### config.mk
export PLATFORM = sky130hd
export DESIGN_NAME = gifw_cursor
export DESIGN_NICKNAME = d
export VERILOG_FILES = /design/src/rtl/gifw_pkg.sv /design/src/rtl/gifw_cursor.sv
export SDC_FILE = /design/constraint.sdc
export NUM_CORES = 1
export LEC_CHECK = 0
export BUFFER_PORTS_ARGS = -buffer_cell sky130_fd_sc_hd__clkbuf_2
export CORE_MARGIN = 10
export CORE_UTILIZATION = 35
export CTS_CLUSTER_SIZE = 40
export DETAILED_ROUTE_END_ITERATION = 8
export PLACE_DENSITY = 0.5
export SYNTH_ARGS = -nofsm -noshare
export SYNTH_HDL_FRONTEND = slang
export SYNTH_SLANG_ARGS = --single-unit
### constraint.sdc
create_clock -name clock -period 17.6 [get_ports clock]
set_input_delay 1.76 -clock clock [delete_from_list [all_inputs] [get_ports clock]]
set_output_delay 1.76 -clock clock [all_outputs]
set_load 0.05 [all_outputs]
### src/rtl/gifw_pkg.sv
`timescale 1ns / 1ps

package gifw_pkg;

   // Screen size limits; larger register values saturate to these.
   localparam int MAX_SCREEN_WIDTH  = 2048;
   localparam int MAX_SCREEN_HEIGHT = 2048;

   localparam logic [7:0] ALPHA_OPAQUE = 8'hff;

   typedef enum logic [1:0] {
      CMD_LOAD  = 2'd0,
      CMD_PIXEL = 2'd1,
      CMD_START = 2'd2,
      CMD_NONE  = 2'd3
   } cmd_type;

   typedef enum logic [2:0] {
      CSR_SCREEN_WIDTH  = 3'd0,
      CSR_SCREEN_HEIGHT = 3'd1,
      CSR_IMAGE_LEFT    = 3'd2,
      CSR_IMAGE_TOP     = 3'd3,
      CSR_IMAGE_WIDTH   = 3'd4,
      CSR_IMAGE_HEIGHT  = 3'd5,
      CSR_INTERLACED    = 3'd6,
      CSR_TRANSPARENT   = 3'd7
   } csr_idx_type;

   // Effective image geometry, derived from the config registers.
   typedef struct packed {
      logic        err;
      logic [11:0] sw;
      logic [15:0] width;
      logic [15:0] vis_width;
      logic [15:0] height;
   } geom_type;

   // Raster position handed from the cursor to the pixel path.
   typedef struct packed {
      logic [15:0] column;
      logic [11:0] image_row;
      logic        busy;
      logic        last;
   } cur_type;

endpackage

### src/rtl/gifw_cursor.sv
`timescale 1ns / 1ps

module gifw_cursor
   import gifw_pkg::*;
(
   input  logic     clock,
   input  logic     reset,
   input  geom_type geom,
   input  logic     interlaced,
   input  logic     restart,
   input  logic     advance,
   output cur_type  cur
);

   logic [15:0] column_ff,    column_in;
   logic [11:0] rows_done_ff, rows_done_in;
   logic [11:0] image_row_ff, image_row_in;
   logic [2:0]  pass_ff,      pass_in;

   logic [16:0] col_inc;
   logic [12:0] rows_inc;
   logic        row_end;

   assign col_inc  = {1'b0, column_ff} + 17'd1;
   assign rows_inc = {1'b0, rows_done_ff} + 13'd1;
   assign row_end  = col_inc[15:0] >= geom.width;

   // Next row and pass; at most four pass changes per row end.
   always_comb begin
      logic [12:0] y;
      logic [2:0]  p;
      y = 13'd0;
      p = pass_ff;
      if (!interlaced) begin
         y = {1'b0, image_row_ff} + 13'd1;
      end else begin
         unique case (pass_ff)
            3'd2:    y = {1'b0, image_row_ff} + 13'd4;
            3'd3:    y = {1'b0, image_row_ff} + 13'd2;
            default: y = {1'b0, image_row_ff} + 13'd8;
         endcase
         for (int k = 0; k < 4; k++) begin
            if ({3'b0, y} >= geom.height) begin
               unique case (p)
                  3'd0:    y = 13'd4;
                  3'd1:    y = 13'd2;
                  3'd2:    y = 13'd1;
                  default: y = 13'd0;
               endcase
               p = p + 3'd1;
            end
         end
      end

      column_in    = column_ff;
      rows_done_in = rows_done_ff;
      image_row_in = image_row_ff;
      pass_in      = pass_ff;
      priority if (restart) begin
         column_in    = '0;
         rows_done_in = '0;
         image_row_in = '0;
         pass_in      = '0;
      end else if (advance) begin
         if (row_end) begin
            column_in    = '0;
            rows_done_in = rows_inc[11:0];
            image_row_in = y[11:0];
            pass_in      = p;
         end else begin
            column_in = col_inc[15:0];
         end
      end
   end

   always_ff @(posedge clock) begin
      if (reset) begin
         column_ff    <= '0;
         rows_done_ff <= '0;
         image_row_ff <= '0;
         pass_ff      <= '0;
      end else begin
         column_ff    <= column_in;
         rows_done_ff <= rows_done_in;
         image_row_ff <= image_row_in;
         pass_ff      <= pass_in;
      end
   end

   assign cur.column    = column_ff;
   assign cur.image_row = image_row_ff;
   assign cur.busy      = {4'b0, rows_done_ff} < geom.height;
   assign cur.last      = (col_inc >= {1'b0, geom.width}) &&
                          ({3'b0, rows_inc} >= geom.height);

endmodule

==> run_results.csv, run 1 <==
group,metric,value,unit
setup_path,crit_fanout,14,
clock_tree,postCtsHoldBufs,0,
synthesis,yosysSeqAreaShare,15.05,%
floorplan,start_util,35.87,%
floorplan,dieArea,0.02185,sq mm
place,dpl.cell_count,1012,
setup_path,critPathKind,"register to register",
routing,post-route-drc-count,0,
routing,routed_wire_length_per_instance,16.94,microns
sta,rsz0062_at_grt,"no",
outcome,status,"finished, final reports clean",
place,gp_congestion,0.9211,
routing,dr.pass1.iters,5,
global_route,grt_use_total,15.95,%
synthesis,postSynthCellCount,753,
setup_path,crit_path_end_kind,"register",
place,dp_hpwl,13680,microns
synthesis,synth_warnings,0,
layout,synthToLayoutAreaGrowth,11.64,%
power_and_ir_drop,leakage,3.243,nW
global_route,grt_pass1_wl,28810,microns
place,portBuffers,66,
clock_tree,cts_buffers,5,
clock_tree,cts_root_buf,"clkbuf_16",
sta,worst_pin_slew,1.054,ns
floorplan,die_w,147.8,microns
layout,num-fill-cells,1675,
layout,design_area,0.006384,sq mm
sta,fin_crit_sh,60.24,%
layout,final_nets,985,
sta,period_needed,10.60,ns
setup_path,slowest_stage,"a221oi_1",
global_route,grt_max_degree,40,
clock_tree,post-cts-setup-buffers,0,
power_and_ir_drop,p_per_area,35.47,mW/mm^2
clock_tree,cts.path.max_buffers,2,
floorplan,die_h,147.8,microns
routing,ant_nets,0,
global_route,antenna_found_initial,0,
clock_tree,cts.repair.resized,0,
floorplan,fp-row-count,46,
setup_path,crit_top_cell,"nor2_1",
global_route,grt_overflow,0,
clock_tree,clk_pin_slew_worst_paths,0.07,ns
sta,finalSetupViolCount,0,
layout,drive_gt1_share,12.31,%
routing,drt-total-wl,17280,microns
setup_path,cp.required,17.83,ns
synthesis,synth_edf_count,0,
synthesis,syn_area_per_cell,7.594,sq um
routing,drt_iter0_drc,320,
clock_tree,cts.htree.levels,2,
setup_path,crit_family,"compound AO/OA/AOI/OAI gates",
synthesis,ys_ff_latch,43,
setup_path,max_stage_delay,0.64,ns
clock_tree,cts_sinks,43,
floorplan,coreArea,0.01594,sq mm
routing,viasPerCell,5.420,
routing,num_vias,5528,
layout,fin_cells,1020,
clock_tree,cts_tree,"done",
sta,finalSetupTns,0,ns
flow_run,drv_cap,0,
clock_tree,insertion_delay,0.30,ns
sta,finClkSkew,0.009905,ns
floorplan,ios,96,
setup_path,worstPathArrival,10.84,ns
synthesis,synth_top_flop_cell,"dfxtp_1",
sta,relSlewSlack,29.45,%
hold_path,min_path_type,"register to register",
synthesis,syn_nets,935,
power_and_ir_drop,ir_worst_vdd,0.00003138,V
place,placed_cell_area,0.006235,sq mm
synthesis,netlist_area,0.005718,sq mm
setup_path,startpoint_type,"register",
global_route,grt_pass1_vias,5507,
setup_path,critPathBufInv,2,
layout,layout_common_cells,"116 x ha_1, 87 x nor2_1, 66 x clkbuf_2, 64 x nand2_1, 59 x inv_1",
synthesis,synthDistinctLibCells,67,
synthesis,ys_async_sr_fraction,0,%
sta,report.final.slew_viol_count,0,
sta,timing.fmax,0.09433,GHz
sta,hold_viol_final,0,
layout,layout_commonest_cell,"ha_1",
layout,num_antenna_cells,0,
per-stage QoR:
step	worst slack, ns	power (W)	utilization (%)	hold WS [ns]
4_1_cts	7.103	0.0002319	40.04	0.5275
5_1_grt	6.090	0.0002401	40.04	0.5582
3_5_place_dp	7.140	0.0001297	39.11	0.5165
6_report	6.998	0.0002264	40.04	0.5296
2_1_floorplan	9.064	0.0001179	-	0.4917
3_3_place_gp	7.284	0.0001283	39.11	0.5057
final timing paths:
check	start	endpoint	slack, ns	cells after the start
worst max-delay path	pass_ff[0]	image_row_ff[4]	7.00	38
worst min-delay path	column_ff[15]	column_ff[15]	0.53	2
worst max register to register	pass_ff[0]	image_row_ff[4]	7.00	38
worst min register to register	column_ff[15]	column_ff[15]	0.53	2
metal layers:
layer	up-vias	wire length, microns	GRT usage [%]
li1	2791	-	-
met1	2578	7676	19.11
met2	131	8356	27.95
met3	28	861	2.961
met4	0	388	5.253
met5	-	0	0
layout make-up:
| cell class | instances | area [sq um] | area share [%] |
|---|---|---|---|
| multi-input combinational | 624 | 4526 | 70.89 |
| sequential | 43 | 860.8 | 13.48 |
| timing repair buffer | 69 | 352.8 | 5.527 |
| tap | 216 | 270.3 | 4.234 |
| inverter | 60 | 225.2 | 3.528 |
| clock buffer | 5 | 125.1 | 1.960 |
| clock inverter | 3 | 23.77 | 0.3724 |
power by group:
part           switching (W)  internal, W
Clock              0.0000460    0.0000532
Combinational      0.0000189    0.0000107
Sequential       0.000000256    0.0000974
registers in the layout (all words and copies together) (netlist names):
register / cells
column_ff: 16
image_row_ff: 12
rows_done_ff: 12
pass_ff: 3
synth_stat cells (all sizes together), types with 5 or more instances:
| master | count | area share [%] |
|---|---|---|
| a211oi | 7 | 0.92 |
| o2bb2ai | 5 | 0.77 |
| nand4 | 11 | 1.2 |
| nand3b | 11 | 1.4 |
| mux2i | 7 | 1.2 |
| a21oi | 53 | 4.8 |
| a22oi | 6 | 0.79 |
| a221oi | 12 | 1.8 |
| nor2 | 87 | 5.7 |
| or3 | 5 | 0.66 |
| nand2 | 65 | 4.4 |
| buf | 5 | 0.48 |
| dfxtp | 43 | 15 |
| xnor2 | 15 | 2.6 |
| xor2 | 33 | 5.1 |
| ha | 116 | 25 |
| nor3 | 9 | 0.98 |
| o21a | 11 | 1.4 |
| nand3 | 20 | 1.8 |
| and3 | 20 | 2.2 |
| nor2b | 8 | 0.88 |
| inv | 59 | 3.9 |
| a21o | 15 | 2.0 |
| o21ai | 51 | 4.5 |
| clkbuf | 21 | 1.4 |
cells by family after synthesis:
kind of cell | Yosys count | synth area share, %
flip-flops | 43 | 15.05
buffers and inverters | 86 | 5.799
AND/OR/NAND/NOR | 257 | 22.04
adder cells (fa/ha/maj) | 116 | 25.38
XOR/XNOR | 48 | 7.615
AO/OA/AOI/OAI | 193 | 22.30
multiplexers | 10 | 1.816
worst min-delay path: cells and delay by family (launching register included):
| family | cells | cell delay [ns] |
|---|---|---|
| compound gates | 1 | 0.05 |
| flops | 1 | 0.35 |
| simple gates | 1 | 0.08 |
(Power assumes the default switching activity.)
==> inputs of run 2 (changes only) <==
Settings changed: PLACE_DENSITY 0.5 to 0.52.
Clock period 17.6 ns to 8.6 ns, I/O delays scaled along.
==> run 2 against run 1 <==
Clock power up 130%. Sequential power up 100%. Power up 120%. Largest power group unchanged. Sequential cell count did not move. Core utilization increased by 3.6 points. Fmax grew 32%. Die area unchanged. Setup slack got worse by 6.5 ns. Critical path type unchanged. Combinational power is 110% higher. Via count increased by 3.4%. Worst hold slack got worse by 0.013 ns. Critical endpoint is now image_row_ff[0]. Global-route usage is 0.59 points lower.
==> run_results.csv, run 2 (synthesis results as in run 1) <==
group,metric,value,unit
outcome,status,"finished, final reports clean",
clock_tree,cts_root_buf,"clkbuf_16",
sta,finalSetupViolCount,0,
layout,reg_top3,"column_ff x16, image_row_ff x12, rows_done_ff x12",
layout,final_nets,1042,
flow_run,drv_cap,0,
routing,ant_nets,0,
global_route,antenna_found_initial,0,
routing,drt-total-wl,17440,microns
setup_path,worstPathArrival,8.29,ns
setup_path,critPathBufInv,5,
floorplan,start_util,35.87,%
layout,layout_common_cells,"115 x ha_1, 85 x nor2_1, 66 x clkbuf_2, 64 x nand2_1, 60 x buf_4",
clock_tree,insertion_delay,0.30,ns
sta,relSlewSlack,27.33,%
global_route,grt_overflow,0,
layout,num-fill-cells,1629,
clock_tree,cts.path.max_buffers,2,
global_route,grt_use_total,15.36,%
sta,hold_viol_final,0,
sta,worst_pin_slew,1.086,ns
setup_path,slowest_stage,"a221oi_2",
sta,worst_slack,0.5385,ns
setup_path,max_stage_delay,0.37,ns
floorplan,die_w,147.8,microns
global_route,grt_pass1_vias,5609,
clock_tree,cts_buffers,5,
floorplan,ios,96,
layout,synthToLayoutAreaGrowth,21.62,%
setup_path,startpoint_type,"register",
place,dp_hpwl,14190,microns
setup_path,cp.required,8.83,ns
place,portBuffers,66,
setup_path,crit_top_cell,"ha_1",
clock_tree,cts_sinks,43,
hold_path,min_path_type,"register to register",
routing,num_vias,5716,
place,dpl.cell_count,1068,
global_route,grt_max_degree,40,
place,dp_slack,0.02539,ns
sta,timing.fmax,0.1240,GHz
routing,routed_wire_length_per_instance,16.19,microns
power_and_ir_drop,leakage,3.571,nW
clock_tree,postCtsHoldBufs,0,
global_route,grt_pass1_wl,28060,microns
setup_path,crit_fanout,10,
layout,regMostFlops,"column_ff",
clock_tree,clk_pin_slew_worst_paths,0.07,ns
sta,report.final.slew_viol_count,0,
layout,drive_gt1_share,21.14,%
layout,largest_reg_flops,16,
layout,num_antenna_cells,0,
setup_path,crit_family,"simple AND/OR/NAND/NOR gates",
floorplan,die_h,147.8,microns
layout,fin_cells,1077,
routing,viasPerCell,5.307,
layout,layout_commonest_cell,"ha_1",
setup_path,critPathKind,"register to register",
power_and_ir_drop,ir_worst_vdd,0.00006289,V
sta,finClkSkew,0.009083,ns
clock_tree,cts_tree,"done",
layout,ff_latch_area,868.3,sq um
clock_tree,cts.htree.levels,2,
floorplan,dieArea,0.02185,sq mm
layout,final_util,43.62,%
setup_path,crit_path_end_kind,"register",
routing,post-route-drc-count,0,
power_and_ir_drop,p_per_area,70.91,mW/mm^2
routing,dr.pass1.iters,5,
routing,drt_iter0_drc,271,
floorplan,fp-row-count,46,
sta,period_needed,8.062,ns
place,gp_congestion,0.8971,
layout,multi_input_area,0.004641,sq mm
sta,fin_crit_sh,93.74,%
floorplan,coreArea,0.01594,sq mm
run 2: cell types whose count changed in the layout (fill, tap and decap cells not counted), sizes merged:
cell and delta:
clkinv +2, bufinv +1, inv -1, buf +57, clkinvlp -2
run 2: area by class of cell:
class,instances,share of cell area (%)
repair buffers,126,11.23
flip-flops and latches,43,12.49
clock buffers,5,1.799
clock inverters,3,0.6297
well taps,216,3.886
inverters,60,3.239
multi-input cells,624,66.73
run 2: where the power goes:
| part | internal, W | leakage [nW] | switching (W) |
|---|---|---|---|
| clock | 0.000137 | 0.0838 | 0.0000939 |
| sequential | 0.000199 | 0.349 | 0.000000543 |
| combinational | 0.0000230 | 3.14 | 0.0000391 |
| total | 0.000360 | 3.57 | 0.000134 |
run 2: path summary, 6_finish.rpt:
path | from | endpoint | slack, ns | cells past startpoint
setup reg to reg | image_row_ff[3] | image_row_ff[0] | 0.54 | 43
hold / removal | pass_ff[0] | pass_ff[0] | 0.52 | 2
setup / recovery | image_row_ff[3] | image_row_ff[0] | 0.54 | 43
hold reg to reg | pass_ff[0] | pass_ff[0] | 0.52 | 2
run 2: what timing repair did:
| item | 4_1_cts | 5_1_grt |
|---|---|---|
| pin swaps | 0 | 3 |
| setup endpoints to repair | 4 | 15 |
| gates cloned | 0 | 0 |
| buffers inserted | 0 | 1 |
| resized for setup | 1 | 34 |
run 2: worst register-to-register path, delay by kind of cell, from the launching register on:
kind | cells | cell delay, ns
AND/OR/NAND/NOR | 18 | 3.31
AO/OA/AOI/OAI | 15 | 2.45
adder cells (fa/ha/maj) | 5 | 1.18
buffers and inverters | 5 | 0.68
flip-flops | 1 | 0.35
run 2: per-stage QoR:
step | hold slack [ns] | area (sq um) | power, W | TNS (ns)
4_1_cts | 0.5283 | 6827 | 0.0004967 | 0
6_report | 0.5163 | 6954 | 0.0004931 | 0
2_1_floorplan | 0.4917 | 5718 | 0.0002413 | 0
3_5_place_dp | 0.5161 | 6655 | 0.0002656 | 0
3_3_place_gp | 0.5002 | 6655 | 0.0002622 | 0
5_1_grt | 0.5180 | 6954 | 0.0005157 | -0.02855
run 2: layer usage:
layer,share of wire [%],up-vias,track usage [%]
met4,1.5,0,3.915
met2,50,113,27.84
met3,3.6,20,2.350
li1,-,2906,-
met1,45,2677,18.38
met5,0,-,0
